`src/rtl/bezier_point_and_normal_eval_core_defines.svh`:
```
// Assertion macros for the Bezier point and normal evaluator.
// Included by the top level; has no dependencies of its own.
`ifndef BEZIER_POINT_AND_NORMAL_EVAL_CORE_DEFINES_SVH
`define BEZIER_POINT_AND_NORMAL_EVAL_CORE_DEFINES_SVH
`ifndef SYNTHESIS
`define BPN_ASSERT_IMP(lbl, clk, rst_n, ante, cons) \
    lbl: assert property (@(posedge clk) disable iff (!rst_n) (ante) |-> (cons)) \
        else $error("%m: check failed");
`define BPN_ASSERT_NXT(lbl, clk, rst_n, ante, cons) \
    lbl: assert property (@(posedge clk) disable iff (!rst_n) (ante) |=> (cons)) \
        else $error("%m: check failed");
`else
`define BPN_ASSERT_IMP(lbl, clk, rst_n, ante, cons)
`define BPN_ASSERT_NXT(lbl, clk, rst_n, ante, cons)
`endif
`endif

```
`src/rtl/bpn_pkg.sv`:
```
// Shared widths, register codes and word types of the Bezier evaluator.
// No dependencies; every other RTL .sv file imports it.
`default_nettype none
package bpn_pkg;
    localparam int COORD_W   = 32;
    localparam int U_W       = 17;
    localparam int FRAC_W    = 16;
    localparam int ASP_W     = 16;
    localparam int TAN_W     = COORD_W + 1;
    localparam int NM_W      = 31;
    localparam int ROOT_W    = 32;
    localparam int DIV_FRAC  = 28;
    localparam int QUO_W     = DIV_FRAC + 1;
    localparam int CFG_IDX_W = 2;

    localparam logic [U_W-1:0]   U_ONE     = U_W'(1 << FRAC_W);
    localparam logic [ASP_W-1:0] ASP_RESET = ASP_W'(4096);

    // Configuration register indexes.
    localparam logic [CFG_IDX_W-1:0] CFG_ASPECT_X = CFG_IDX_W'(0);
    localparam logic [CFG_IDX_W-1:0] CFG_ASPECT_Y = CFG_IDX_W'(1);

    typedef struct packed {
        logic signed [COORD_W-1:0] anchor_x;
        logic signed [COORD_W-1:0] anchor_y;
        logic signed [COORD_W-1:0] in_handle_x;
        logic signed [COORD_W-1:0] in_handle_y;
        logic signed [COORD_W-1:0] out_handle_x;
        logic signed [COORD_W-1:0] out_handle_y;
        logic signed [COORD_W-1:0] next_in_x;
        logic signed [COORD_W-1:0] next_in_y;
        logic signed [COORD_W-1:0] next_anchor_x;
        logic signed [COORD_W-1:0] next_anchor_y;
        logic [U_W-1:0]            param_u;
        logic                      open_end;
    } t_in_word;

    typedef struct packed {
        logic signed [COORD_W-1:0] point_x;
        logic signed [COORD_W-1:0] point_y;
        logic signed [COORD_W-1:0] normal_x;
        logic signed [COORD_W-1:0] normal_y;
    } t_out_word;

    // Status flags of the normal path.
    typedef struct packed {
        logic zero;
        logic negx;
        logic negy;
    } t_nflags;

    // Side data carried along the pipeline units.
    typedef struct packed {
        logic                      open_end;
        logic signed [COORD_W-1:0] hix;
        logic signed [COORD_W-1:0] hiy;
    } t_lerp_tag;

    typedef struct packed {
        logic signed [TAN_W-1:0] tx;
        logic signed [TAN_W-1:0] ty;
    } t_tan_tag;

    typedef struct packed {
        logic signed [COORD_W-1:0] px;
        logic signed [COORD_W-1:0] py;
    } t_pt_tag;

    typedef struct packed {
        logic signed [COORD_W-1:0] px;
        logic signed [COORD_W-1:0] py;
        logic [NM_W-1:0]           mx;
        logic [NM_W-1:0]           my;
        t_nflags                   flags;
    } t_sq_tag;

    typedef struct packed {
        logic signed [COORD_W-1:0] px;
        logic signed [COORD_W-1:0] py;
        t_nflags                   flags;
    } t_div_tag;
endpackage
`default_nettype wire

```
`src/rtl/bpn_norm.sv`:
```
// Aspect-scaled tangent magnitudes, the larger shifted to [2^30, 2^31), five stages.
// Depends on bpn_pkg.
`default_nettype none
module bpn_norm #(
    parameter int TAG_W = 1
) (
    input  logic                             i_clk,
    input  logic                             i_rst_n,
    input  logic                             i_en,
    input  logic                             i_vld,
    input  logic signed [bpn_pkg::TAN_W-1:0] i_tx,
    input  logic signed [bpn_pkg::TAN_W-1:0] i_ty,
    input  logic [bpn_pkg::ASP_W-1:0]        i_ax,
    input  logic [bpn_pkg::ASP_W-1:0]        i_ay,
    input  logic [TAG_W-1:0]                 i_tag,
    output logic                             o_vld,
    output logic [bpn_pkg::NM_W-1:0]         o_mx,
    output logic [bpn_pkg::NM_W-1:0]         o_my,
    output bpn_pkg::t_nflags                 o_flags,
    output logic [TAG_W-1:0]                 o_tag
);
    import bpn_pkg::*;

    localparam int MAG_W  = TAN_W + ASP_W;
    localparam int SH_W   = MAG_W + NM_W - 1;
    localparam int CH_W   = 16;
    localparam int CHUNKS = 4;
    localparam int PAD_W  = CH_W * CHUNKS;

    logic [TAN_W-1:0]  abs_x, abs_y;
    logic [MAG_W-1:0]  n1_mx, n1_my, r1_mx, r1_my, r2_mx, r2_my, r3_mx, r3_my;
    logic [PAD_W-1:0]  orv;
    logic [CH_W-1:0]   chunk;
    logic [CHUNKS-1:0] n2_nz, r2_nz;
    logic [3:0]        n2_loc [CHUNKS];
    logic [3:0]        r2_loc [CHUNKS];
    logic [5:0]        n3_msb, r3_msb;
    logic              n3_zero, r3_zero;
    logic [SH_W-1:0]   n4_wx, n4_wy, r4_wx, r4_wy;
    logic [3:0]        r4_lo;
    logic [NM_W-1:0]   r5_mx, r5_my;
    logic              r1_negx, r1_negy, r2_negx, r2_negy, r3_negx, r3_negy;
    t_nflags           r4_flags, r5_flags;
    logic [4:0]        r_vld;
    logic [TAG_W-1:0]  r_tag [5];

    // Stage one: magnitudes times the cross aspect, and the output signs.
    always_comb begin
        abs_x = i_tx[TAN_W-1] ? TAN_W'(-i_tx) : TAN_W'(i_tx);
        abs_y = i_ty[TAN_W-1] ? TAN_W'(-i_ty) : TAN_W'(i_ty);
        n1_mx = MAG_W'(abs_y) * MAG_W'(i_ay);
        n1_my = MAG_W'(abs_x) * MAG_W'(i_ax);
    end

    // Stage two: leading one of each 16-bit chunk of the combined magnitude.
    always_comb begin
        orv = PAD_W'(r1_mx | r1_my);
        for (int c = 0; c < CHUNKS; c++) begin
            chunk     = orv[c*CH_W +: CH_W];
            n2_nz[c]  = |chunk;
            n2_loc[c] = 4'd0;
            for (int b = 0; b < CH_W; b++) begin
                if (chunk[b]) begin
                    n2_loc[c] = 4'(b);
                end
            end
        end
    end

    // Stage three: leading one position of the whole word.
    always_comb begin
        n3_zero = ~|r2_nz;
        if (r2_nz[3]) begin
            n3_msb = {2'd3, r2_loc[3]};
        end else if (r2_nz[2]) begin
            n3_msb = {2'd2, r2_loc[2]};
        end else if (r2_nz[1]) begin
            n3_msb = {2'd1, r2_loc[1]};
        end else begin
            n3_msb = {2'd0, r2_loc[0]};
        end
    end

    // Stage four: coarse shift; the word is pre-scaled by 2^30 so one right shift
    // covers both directions and truncates like the repeated halving.
    always_comb begin
        n4_wx = {r3_mx, 30'b0} >> {r3_msb[5:4], 4'b0};
        n4_wy = {r3_my, 30'b0} >> {r3_msb[5:4], 4'b0};
    end

    always_ff @(posedge i_clk) begin
        if (!i_rst_n) begin
            r_vld <= '0;
        end else if (i_en) begin
            r_vld <= {r_vld[3:0], i_vld};
        end
    end

    always_ff @(posedge i_clk) begin
        if (i_en) begin
            r1_mx    <= n1_mx;
            r1_my    <= n1_my;
            r1_negx  <= !i_ty[TAN_W-1] && (i_ty != '0);
            r1_negy  <= i_tx[TAN_W-1];
            r2_mx    <= r1_mx;
            r2_my    <= r1_my;
            r2_nz    <= n2_nz;
            r2_loc   <= n2_loc;
            r2_negx  <= r1_negx;
            r2_negy  <= r1_negy;
            r3_mx    <= r2_mx;
            r3_my    <= r2_my;
            r3_msb   <= n3_msb;
            r3_zero  <= n3_zero;
            r3_negx  <= r2_negx;
            r3_negy  <= r2_negy;
            r4_wx    <= n4_wx;
            r4_wy    <= n4_wy;
            r4_lo    <= r3_msb[3:0];
            r4_flags <= '{zero: r3_zero, negx: r3_negx, negy: r3_negy};
            r5_mx    <= NM_W'(r4_wx >> r4_lo);
            r5_my    <= NM_W'(r4_wy >> r4_lo);
            r5_flags <= r4_flags;
            r_tag[0] <= i_tag;
            for (int s = 1; s < 5; s++) begin
                r_tag[s] <= r_tag[s-1];
            end
        end
    end

    assign o_vld   = r_vld[4];
    assign o_mx    = r5_mx;
    assign o_my    = r5_my;
    assign o_flags = r5_flags;
    assign o_tag   = r_tag[4];
endmodule
`default_nettype wire

```
`config.mk`:
```
export PLATFORM = sky130hd
export DESIGN_NAME = bpn_norm
export DESIGN_NICKNAME = d
export VERILOG_FILES = /design/src/rtl/bezier_point_and_normal_eval_core_defines.svh /design/src/rtl/bpn_pkg.sv /design/src/rtl/bpn_norm.sv
export SDC_FILE = /design/constraint.sdc
export NUM_CORES = 2
export LEC_CHECK = 0
export BUFFER_PORTS_ARGS = -buffer_cell sky130_fd_sc_hd__buf_2
export CAP_MARGIN = 10
export CORE_ASPECT_RATIO = 0.5
export CORE_MARGIN = 5
export CORE_UTILIZATION = 30
export CTS_CLUSTER_SIZE = 40
export DETAILED_ROUTE_END_ITERATION = 10
export GPL_TIMING_DRIVEN = 0
export PLACE_DENSITY = 0.42
export SLEW_MARGIN = 20
export SYNTH_ARGS = -nofsm -noshare
export SYNTH_HDL_FRONTEND = slang
export SYNTH_SLANG_ARGS = --single-unit
```
`constraint.sdc`:
```
create_clock -name i_clk -period 14.35 [get_ports i_clk]
set_input_delay 0.7175 -clock i_clk [delete_from_list [all_inputs] [get_ports i_clk]]
set_output_delay 0.7175 -clock i_clk [all_outputs]
set_load 0.005 [all_outputs]
```
==> summary.txt <==
Timing
  • Fin crit period: 10160 ps
  • Layout Skew: about 18 ps
  • Final TNS setup: 0 ps
  • Worst hold margin: roughly 300 ps
  • Max Slew Vio Count: 0
  • Worst slew pin tran: 1130 ps
  • Endpoints failing hold: 0
  • Max frequency: 98.5 MHz
  • Setup violations, final: 0
  • Normalized max-slew margin: between 20% and 30%
  • Unrepaired setup endpoints after global routing: no
  • Final period util: a little over two thirds

Hold path
  • Hold EP: r_tag[0][0]$_DFFE_PP_
  • Worst min path class: input port to flop
  • Hold path depth: 1
  • Min-delay src: i_tag

Clocking
  • Reg clk slew, reported paths: roughly 70 ps
  • Cts bufs inserted: 48
  • Clock Tree Root: clkbuf_16
  • CTS Buffer Depth: 3
  • Resize count post-CTS: 0
  • Clock Sinks: between 400 and 500
  • Clk Latency, worst-skew pair: roughly 600 ps
  • TritonCTS clock tree: yes
  • # Post-CTS Setup Buffers: 0
  • Hold Buf Count CTS: 0
  • H-tree levels: 2

Setup path
  • Critical Path RT: approximately 15000 ps
  • Crit path launch type: input port
  • CP endpoint kind: flop
  • R2r worst-path depth: 6
  • Critical path peak fanout: 10
  • Worst Path Buf+Inv: 8
  • Slowest-stage cell, CP: xnor2_1
  • Most used cell, CP: fa_1
  • Worst EP arrival: around 10000 ps
  • Critical R2R Launch: r4_lo[0]$_DFFE_PP_
  • Slowest stage delay, CP: 810 ps
  • Reg2Reg Setup Slack: slightly above 10000 ps
  • WS Path Type: input port to flop
  • CP delay by family, top: adder cells
  • Worst flop-to-flop path endpoint: o_my[27]$_DFFE_PP_

Yosys
  • Share of the yosys chip area belonging to registers: a little over a quarter
  • Post-synth ARST share: 0%
  • Top post-synthesis cells by area: fa_1 (31%), edfxtp_1 (27%), inv_1 (6.3%), ha_1 (5.5%), nand2_1 (5.2%)
  • Synth Register Bits: about 500
  • Post-synth top flop: edfxtp_1
  • Avg Inst Size Synth: about 10 sq um
  • Top post-synthesis cells by count: inv_1 (937), fa_1 (864), nand2_1 (771)
  • Synth top area share: between 30% and 40%
  • Post-Syn Nets: around 6500
  • Gate Count Post-Synth: about 5300
  • Post-Synthesis Cell Area: ~0.056 sq mm
  • Leading area contributor after synthesis: fa_1
  • Yosys cell types: 67
  • Number of synthesized flops with an enable pin: 492
  • Most common cell in the synthesized netlist: inv_1
  • Yosys warnings: 0

Floorplan
  • Starting Density: ~30%
  • Std-Cell Core Area: ~0.18 sq mm
  • Die ar.: about 0.19 sq mm
  • Die width: around 620 um
  • Site Rows: around 110
  • Boundary Pins: 170
  • Die Ht: about 310 um

Finish
  • Layout cells sized above 1: roughly 7%
  • Nets: a little under 7000
  • Final non-filler cell total: around 8000
  • Area growth syn-to-layout: 10.3%

Detailed routing
  • WL final: between 150000 and 200000 um
  • Iteration-0 DRC Markers: 3288
  • Drt drc: 0
  • Vias per cell: around 4.9
  • WL per Instance: about 23 um
  • DR pass1 iterations: 5
  • Post-route ant nets: 0
  • Routed vias: roughly 40000

Global routing
  • Largest net degree at the start of global routing: between 100 and 150
  • Gr usage total: around 19%
  • Initial antenna violation count: 18
  • Vias in the first global route: 41532
  • First-pass GRT wire length: 279000 um
  • Global route total overflow: 0

Flow run
  • # Max-Cap Violations: 0

Placed design
  • Port-buffer cells: 166
  • Inst Count DP: 7975
  • Routability cong.: 0.910
  • HPWL Detailed: around 160000 um

Status
  • Status: finished clean
-- layer usage --
layer	track usage (%)	part of all wire [%]	vias to the layer above
met3	3.05	7.0	118
met5	0	0.0070	-
met1	29.7	49	20759
met4	2.10	1.1	2
li1	-	-	17444
met2	29.0	43	1310
-- cell usage in the layout, fill, tap and decap left out, types with 139 or more instances in the layout --
master    netlist  routed
and2_1        442     442
mux2i_1       139     139
ha_1          244     244
a21oi_1       140     140
nand2_1       771     771
inv_1         937     937
clkbuf_1      245     253
fa_1          864     864
buf_2          11     177
edfxtp_1      492     492
-- final cells by class --
type                    count  area (sq um)
inverters                 938          3520
flip-flops and latches    497         14900
fillers                 18842        122000
clock buffers              57          1260
multi-input cells        3605         36100
well taps                2486          3110
diodes                      9          22.5
repair buffers            172           983
clock inverters            33           337
plain buffers             277          1060
-- state kept, by name (all words and copies together) (netlist names), 6 cells and up --
name	cells
r4_wx	46
r4_wy	46
r2_mx	49
r2_my	49
o_my	31
r3_mx	49
o_mx	31
r3_my	49
r1_my	49
r3_msb	6
r2_loc	12
r1_mx	49
-- through the flow --
stage / cell area, sq um / setup WS [ps] / utilization, %
after floorplan: 55500 / 5930 / -
after global placement: 59500 / 3450 / 32.4
after detailed placement: 59600 / 3680 / 32.5
after CTS: 61200 / 4300 / 33.3
after global routing: 61200 / 3790 / 33.3
final: 61300 / 4190 / 33.4
-- cell families (layout without fill, tap and decap cells) --
kind of cell    count (synthesis)  in the layout  synth area share [%]
other cells                     0              9                     0
buf+inv                      1215           1477                  8.25
fa+ha+maj                    1108           1108                  36.7
mux                           248            248                  6.20
compound gates                529            529                  6.15
simple gates                 1577           1577                  13.7
xor+xnor                      143            143                  2.26
flops                         497            497                  26.8
-- how the worst max path moves through the flow --
stage            start             endpoint  slack [ps]  depth (start not counted)
6_report       i_ty[0]  r1_mx[35]$_DFFE_PP_        4190                         29
5_1_grt        i_ty[0]  r1_mx[35]$_DFFE_PP_        3790                         29
3_5_place_dp   i_ty[0]  r1_mx[35]$_DFFE_PP_        3680                         29
4_1_cts        i_ty[0]  r1_mx[35]$_DFFE_PP_        4300                         29
3_3_place_gp   i_ty[0]  r1_mx[45]$_DFFE_PP_        3450                         27
2_1_floorplan  i_ty[9]  r1_mx[43]$_DFFE_PP_        5930                         28
Power is not shown: default switching activity piles up to over one toggle a cycle in this logic, so the estimate is an artifact.
