<file path="config.mk">
export PLATFORM = sky130hd
export DESIGN_NAME = bpn_lerp
export DESIGN_NICKNAME = d
export VERILOG_FILES = /design/src/rtl/bezier_point_and_normal_eval_core_defines.svh /design/src/rtl/bpn_pkg.sv /design/src/rtl/bpn_lerp.sv
export SDC_FILE = /design/constraint.sdc
export NUM_CORES = 2
export LEC_CHECK = 0
export BUFFER_PORTS_ARGS = -buffer_cell sky130_fd_sc_hd__buf_2
export CAP_MARGIN = 0
export CELL_PAD_IN_SITES_DETAIL_PLACEMENT = 0
export CELL_PAD_IN_SITES_GLOBAL_PLACEMENT = 1
export CORE_MARGIN = 5
export CORE_UTILIZATION = 50
export DETAILED_ROUTE_END_ITERATION = 6
export HOLD_SLACK_MARGIN = 0.05
export PLACE_DENSITY_LB_ADDON = 0.05
export SLEW_MARGIN = 20
export SYNTH_ARGS = -nofsm -noshare
export SYNTH_HDL_FRONTEND = slang
export SYNTH_SLANG_ARGS = --single-unit
</file>
<file path="constraint.sdc">
create_clock -name i_clk -period 24.2 [get_ports i_clk]
set_input_delay 3.63 -clock i_clk [delete_from_list [all_inputs] [get_ports i_clk]]
set_output_delay 3.63 -clock i_clk [all_outputs]
set_load 0.1 [all_outputs]
</file>
<file path="src/rtl/bezier_point_and_normal_eval_core_defines.svh">
// Assertion macros for the Bezier point and normal evaluator.
// Included by the top level; has no dependencies of its own.
`ifndef BEZIER_POINT_AND_NORMAL_EVAL_CORE_DEFINES_SVH
`define BEZIER_POINT_AND_NORMAL_EVAL_CORE_DEFINES_SVH
`ifndef SYNTHESIS
`define BPN_ASSERT_IMP(lbl, clk, rst_n, ante, cons) \
    lbl: assert property (@(posedge clk) disable iff (!rst_n) (ante) |-> (cons)) \
        else $error("%m: check failed");
`define BPN_ASSERT_NXT(lbl, clk, rst_n, ante, cons) \
    lbl: assert property (@(posedge clk) disable iff (!rst_n) (ante) |=> (cons)) \
        else $error("%m: check failed");
`else
`define BPN_ASSERT_IMP(lbl, clk, rst_n, ante, cons)
`define BPN_ASSERT_NXT(lbl, clk, rst_n, ante, cons)
`endif
`endif

</file>
<file path="src/rtl/bpn_pkg.sv">
// Shared widths, register codes and word types of the Bezier evaluator.
// No dependencies; every other RTL .sv file imports it.
`default_nettype none
package bpn_pkg;
    localparam int COORD_W   = 32;
    localparam int U_W       = 17;
    localparam int FRAC_W    = 16;
    localparam int ASP_W     = 16;
    localparam int TAN_W     = COORD_W + 1;
    localparam int NM_W      = 31;
    localparam int ROOT_W    = 32;
    localparam int DIV_FRAC  = 28;
    localparam int QUO_W     = DIV_FRAC + 1;
    localparam int CFG_IDX_W = 2;

    localparam logic [U_W-1:0]   U_ONE     = U_W'(1 << FRAC_W);
    localparam logic [ASP_W-1:0] ASP_RESET = ASP_W'(4096);

    // Configuration register indexes.
    localparam logic [CFG_IDX_W-1:0] CFG_ASPECT_X = CFG_IDX_W'(0);
    localparam logic [CFG_IDX_W-1:0] CFG_ASPECT_Y = CFG_IDX_W'(1);

    typedef struct packed {
        logic signed [COORD_W-1:0] anchor_x;
        logic signed [COORD_W-1:0] anchor_y;
        logic signed [COORD_W-1:0] in_handle_x;
        logic signed [COORD_W-1:0] in_handle_y;
        logic signed [COORD_W-1:0] out_handle_x;
        logic signed [COORD_W-1:0] out_handle_y;
        logic signed [COORD_W-1:0] next_in_x;
        logic signed [COORD_W-1:0] next_in_y;
        logic signed [COORD_W-1:0] next_anchor_x;
        logic signed [COORD_W-1:0] next_anchor_y;
        logic [U_W-1:0]            param_u;
        logic                      open_end;
    } t_in_word;

    typedef struct packed {
        logic signed [COORD_W-1:0] point_x;
        logic signed [COORD_W-1:0] point_y;
        logic signed [COORD_W-1:0] normal_x;
        logic signed [COORD_W-1:0] normal_y;
    } t_out_word;

    // Status flags of the normal path.
    typedef struct packed {
        logic zero;
        logic negx;
        logic negy;
    } t_nflags;

    // Side data carried along the pipeline units.
    typedef struct packed {
        logic                      open_end;
        logic signed [COORD_W-1:0] hix;
        logic signed [COORD_W-1:0] hiy;
    } t_lerp_tag;

    typedef struct packed {
        logic signed [TAN_W-1:0] tx;
        logic signed [TAN_W-1:0] ty;
    } t_tan_tag;

    typedef struct packed {
        logic signed [COORD_W-1:0] px;
        logic signed [COORD_W-1:0] py;
    } t_pt_tag;

    typedef struct packed {
        logic signed [COORD_W-1:0] px;
        logic signed [COORD_W-1:0] py;
        logic [NM_W-1:0]           mx;
        logic [NM_W-1:0]           my;
        t_nflags                   flags;
    } t_sq_tag;

    typedef struct packed {
        logic signed [COORD_W-1:0] px;
        logic signed [COORD_W-1:0] py;
        t_nflags                   flags;
    } t_div_tag;
endpackage
`default_nettype wire

</file>
<file path="src/rtl/bpn_lerp.sv">
// One de Casteljau level: a row of rounded Q1.16 interpolations, two stages.
// Depends on bpn_pkg.
`default_nettype none
module bpn_lerp #(
    parameter int LANES = 2,
    parameter int TAG_W = 1
) (
    input  logic                               i_clk,
    input  logic                               i_rst_n,
    input  logic                               i_en,
    input  logic                               i_vld,
    input  logic signed [bpn_pkg::COORD_W-1:0] i_a [LANES],
    input  logic signed [bpn_pkg::COORD_W-1:0] i_b [LANES],
    input  logic [bpn_pkg::U_W-1:0]            i_u,
    input  logic [TAG_W-1:0]                   i_tag,
    output logic                               o_vld,
    output logic signed [bpn_pkg::COORD_W-1:0] o_res [LANES],
    output logic [bpn_pkg::U_W-1:0]            o_u,
    output logic [TAG_W-1:0]                   o_tag
);
    import bpn_pkg::*;

    localparam int PROD_W = COORD_W + U_W + 2;
    localparam logic [PROD_W:0] RND = (PROD_W+1)'(1) << (FRAC_W - 1);

    logic signed [COORD_W:0]   diff [LANES];
    logic signed [PROD_W-1:0]  n_prod [LANES];
    logic signed [PROD_W-1:0]  r_prod [LANES];
    logic signed [COORD_W-1:0] r_a [LANES];
    logic [PROD_W:0]           rnd [LANES];
    logic signed [COORD_W-1:0] n_res [LANES];
    logic signed [COORD_W-1:0] r_res [LANES];
    logic                      r_vld1, r_vld2;
    logic [U_W-1:0]            r_u1, r_u2;
    logic [TAG_W-1:0]          r_tag1, r_tag2;

    // Stage one: difference times u.
    always_comb begin
        for (int k = 0; k < LANES; k++) begin
            diff[k]   = {i_b[k][COORD_W-1], i_b[k]} - {i_a[k][COORD_W-1], i_a[k]};
            n_prod[k] = diff[k] * $signed({1'b0, i_u});
        end
    end

    // Stage two: round half up, floor shift, add the start value.
    always_comb begin
        for (int k = 0; k < LANES; k++) begin
            rnd[k]   = {r_prod[k][PROD_W-1], r_prod[k]} + RND;
            n_res[k] = r_a[k] + rnd[k][FRAC_W +: COORD_W];
        end
    end

    always_ff @(posedge i_clk) begin
        if (!i_rst_n) begin
            r_vld1 <= 1'b0;
            r_vld2 <= 1'b0;
        end else if (i_en) begin
            r_vld1 <= i_vld;
            r_vld2 <= r_vld1;
        end
    end

    always_ff @(posedge i_clk) begin
        if (i_en) begin
            for (int k = 0; k < LANES; k++) begin
                r_prod[k] <= n_prod[k];
                r_a[k]    <= i_a[k];
                r_res[k]  <= n_res[k];
            end
            r_u1   <= i_u;
            r_u2   <= r_u1;
            r_tag1 <= i_tag;
            r_tag2 <= r_tag1;
        end
    end

    assign o_vld = r_vld2;
    assign o_res = r_res;
    assign o_u   = r_u2;
    assign o_tag = r_tag2;
endmodule
`default_nettype wire

</file>
==> summary by stage <==
Final layout
From synthesis to final layout, the design area changed by 7.639%. The leading cell type in the layout, fill and taps excluded is sky130_fd_sc_hd__inv_1. Leaving out fill and tap cells, the most frequent cells in the layout are 1287 x sky130_fd_sc_hd__inv_1, 1032 x sky130_fd_sc_hd__fa_1, 628 x sky130_fd_sc_hd__nand2_1, 522 x sky130_fd_sc_hd__and2_1, 348 x sky130_fd_sc_hd__ha_1. In the final design database the tool counted 7073 nets. The fraction of final layout cells with drive strength greater than 1 is 7.239%. Cells fill 54.03% of the core in the end. The number of filler cells placed in the layout is 9565.

Detailed routing
After detailed routing, the average wire length per cell comes to 18.55 µm. Using the TritonRoute via totals, the vias-per-cell ratio works out to 5.144. The final layout contains routed wiring with a total length of 128700 µm.

In this run the remaining antenna-violating nets after routing total 0. The residual DRC count is 0. The DRC violation total after the first TritonRoute iteration is 1814. Detailed routing inserted a total of 35680 vias.

The pre-antenna-repair detailed-routing pass consisted of 5 iterations.

Clocking
Clock-pin slew was measured on the worst setup and hold paths at 70 ps. The number of clock sinks is 232. The cell at the root of the clock tree is sky130_fd_sc_hd__clkbuf_16. The post-cts sizing count is 0. The number of buffers added to fix hold violations after cts is 0. The post-CTS setup-driven buffer insertion count is 0. The number of H-tree branching levels is 1.

The TritonCTS buffer count is 30. TritonCTS built the clock tree. The maximum root-to-sink buffer count is 3. The clock reaches the later pin of the worst-skew pair after 620 ps.

Yosys
Synthesis produced a netlist with a net count of 6931. Yosys printed 0 warnings. The synthesized design devotes to its leading area cell type 40.57% of total area. The number of flops mapped to enable cells by yosys is 230. Synthesis produced a netlist whose cell count is 5401. The biggest area contributor in the post-synthesis netlist is sky130_fd_sc_hd__fa_1.

The sequential area share after synthesis is 13.64%. For this run, asynchronously set or reset flops after synthesis account for 0%. The synthesized netlist contains 85 unique library cells. Summing every instance area after synthesis gives 0.05093 mm². The primary flip-flop cell chosen by synthesis mapping is sky130_fd_sc_hd__edfxtp_1.

The synthesized area per cell is 9.429 µm². Synthesis inferred 232 register bits. In the post-synthesis netlist, the biggest area contributors are sky130_fd_sc_hd__fa_1 41%, sky130_fd_sc_hd__edfxtp_1 14%, sky130_fd_sc_hd__inv_1 9.5%.

Status
The flow ran to the end, and the final reports show no timing, DRC or antenna violations.

Place
Buffers placed on the I/O ports in this run total 232. The wire-length estimate of the detail-placed layout is 94850 µm. The weighted congestion reported at the end of routability-driven placement is 0.8168.

Die
The effective utilization at floorplan is 50.20%. The number of standard-cell rows in the floorplan is 117. The die covers 0.1083 mm². During I/O placement, the number of pins put on the boundary was 233.

In this run the standard cell core region covers 0.1014 mm². In this run the horizontal extent of the chip is 329.1 µm. The die is 329.1 µm tall.

Timing
The total negative slack for setup checks is 0 ps. The final count of hold timing violations is 0. Across the routed clock network, the largest skew measured is 17.13 ps. For the pin with the worst max-slew slack, the measured transition is 1147 ps. The worst max-slew margin expressed relative to the limit is 23.18%. The max-slew violation count came to 0. For this run, the top clock speed supported by timing is 0.07644 GHz. Setup repair after global routing left no endpoint under its margin.

The share of the cycle needed by the critical path after routing is 54.06%. The final-report setup violation count is 0. The clock period minus final worst setup slack is 13080 ps.

Critical path
Setup slack on the worst reg-to-reg path comes out at 19140 ps. STA classifies the critical path startpoint as a primary input. The critical path start-end classification is in -> reg. The count of cells along the worst register-to-register path is 18. The most numerous cell type found on the critical path is sky130_fd_sc_hd__fa_1. The highest-delay cell along the critical path is sky130_fd_sc_hd__o31ai_1.

The worst register-to-register path ends at o_res[31]$_DFFE_PP_. The most critical setup path has its startpoint at i_a[0]. The kind of capture point of the worst setup path is a flop. The arrival time reported for the critical path endpoint is 13430 ps.

The endpoint required time on the critical path is 24550 ps. The stage delay of the slowest cell on the critical path is 790 ps. The launch instance of the worst register-to-register path is r_prod[0][66]$_DFFE_PP_.

Of all nets on the critical path, the largest fanout is 16.

Min path
In this run the worst hold path is classified as reg -> reg. The number of stages on the worst hold path is 0. The start point of the worst min-delay path is r_u1[7]$_DFFE_PP_. The worst hold path terminates at o_u[7]$_DFFE_PP_.

GRT
The fraction of met3 tracks used by global routing is 2.269%. For met2 alone, demand over resource in global routing was 42.66%. The total overflow left after global routing is 0. The number of antenna violations at the first check in global routing is 0. The peak-usage layer in the global routing report is met2. The first global-routing pass estimated 209300 µm of wire. The global-route met1 utilization is 34.05%.

Entering global routing, the biggest net connects 106 pins. Global routing used 24.45% of the available tracks. The number of global-route vias before repair is 38140.

Flow run
The tool flagged a number of max-cap violations equal to 0.
## worst max-delay path, delay by kind of cell
family	cells	cell delay (ps)
buffers and inverters	5	300
adders and majority gates	9	3950
and+or+nand+nor	5	1630
xor gates and xnor gates	2	510
AOI/OAI and AO/OA	11	3360
## worst max path at each step
stage / endpoint / cells past startpoint / slack (ps)
final: r_prod[0][98]$_DFFE_PP_ / 32 / 11120
after global routing: r_prod[0][98]$_DFFE_PP_ / 32 / 10680
after CTS: r_prod[0][98]$_DFFE_PP_ / 32 / 11240
after detailed placement: r_prod[0][98]$_DFFE_PP_ / 32 / 10580
after global placement: r_prod[0][98]$_DFFE_PP_ / 32 / 10810
after floorplan: r_prod[0][98]$_DFFE_PP_ / 34 / 12280
## per-layer routing
| layer | vias up | wire length [µm] |
|---|---|---|
| met3 | 128 | 4771 |
| met1 | 18390 | 57540 |
| met4 | 0 | 2120 |
| met2 | 621 | 64220 |
| li1 | 16540 | - |
| met5 | - | 0 |
## cell usage after synthesis, types with 6 or more instances
cell / number
sky130_fd_sc_hd__nor3_1: 36
sky130_fd_sc_hd__o31a_1: 6
sky130_fd_sc_hd__edfxtp_1: 230
sky130_fd_sc_hd__a211oi_1: 8
sky130_fd_sc_hd__nand4_1: 19
sky130_fd_sc_hd__xor2_1: 66
sky130_fd_sc_hd__nand3_1: 62
sky130_fd_sc_hd__and3_1: 46
sky130_fd_sc_hd__ha_1: 348
sky130_fd_sc_hd__buf_2: 8
sky130_fd_sc_hd__o21ai_0: 79
sky130_fd_sc_hd__fa_1: 1032
sky130_fd_sc_hd__clkbuf_1: 184
sky130_fd_sc_hd__a21o_1: 75
sky130_fd_sc_hd__or3_1: 7
sky130_fd_sc_hd__a31oi_1: 12
sky130_fd_sc_hd__o21bai_1: 28
sky130_fd_sc_hd__a21oi_1: 157
sky130_fd_sc_hd__o211ai_1: 10
sky130_fd_sc_hd__inv_1: 1287
sky130_fd_sc_hd__nor2_1: 112
sky130_fd_sc_hd__nand2b_1: 30
sky130_fd_sc_hd__nor2b_1: 71
sky130_fd_sc_hd__and2_1: 522
sky130_fd_sc_hd__o21a_1: 28
sky130_fd_sc_hd__xnor2_1: 190
sky130_fd_sc_hd__nand2_1: 628
## through the flow
| step | instances | hold slack, ps | worst slack, ps | cell area (µm²) |
|---|---|---|---|---|
| CTS | 6935 | 411.8 | 11240 | 54810 |
| floorplan | 5401 | 400.3 | 12280 | 50930 |
| global route | 6935 | 421.7 | 10680 | 54810 |
| finish | 6936 | 406.9 | 11120 | 54820 |
| detailed placement | 6879 | 404.5 | 10580 | 53780 |
| global placement | 6879 | 400.5 | 10810 | 53770 |
## cell type report
type,count,area [µm²],area share (%)
diodes,1,2.502,0.004565
clock buffers,37,798.3,1.456
clock inverters,19,231.5,0.4223
inverters,1287,4831,8.813
multi-input cells,3687,38560,70.34
flip-flops and latches,232,6947,12.67
well taps,1368,1712,3.123
repair buffers,305,1738,3.171
## sequential cells by signal, indices dropped and copies added (netlist names)
name / count
r_tag1: 1
o_tag: 1
r_prod: 66
r_vld1: 1
r_u1: 17
o_res: 64
r_a: 64
o_u: 17
o_vld: 1
## cells by family after synthesis
kind of cell | synth area share [%]
and+or+nand+nor | 15.39
buffers and inverters | 10.97
adders and majority gates | 49.12
AOI/OAI and AO/OA | 6.307
xor gates and xnor gates | 4.523
DFF | 13.64
muxes | 0.05897
Power is not shown: default switching activity piles up to over one toggle a cycle in this logic, so the estimate is an artifact.
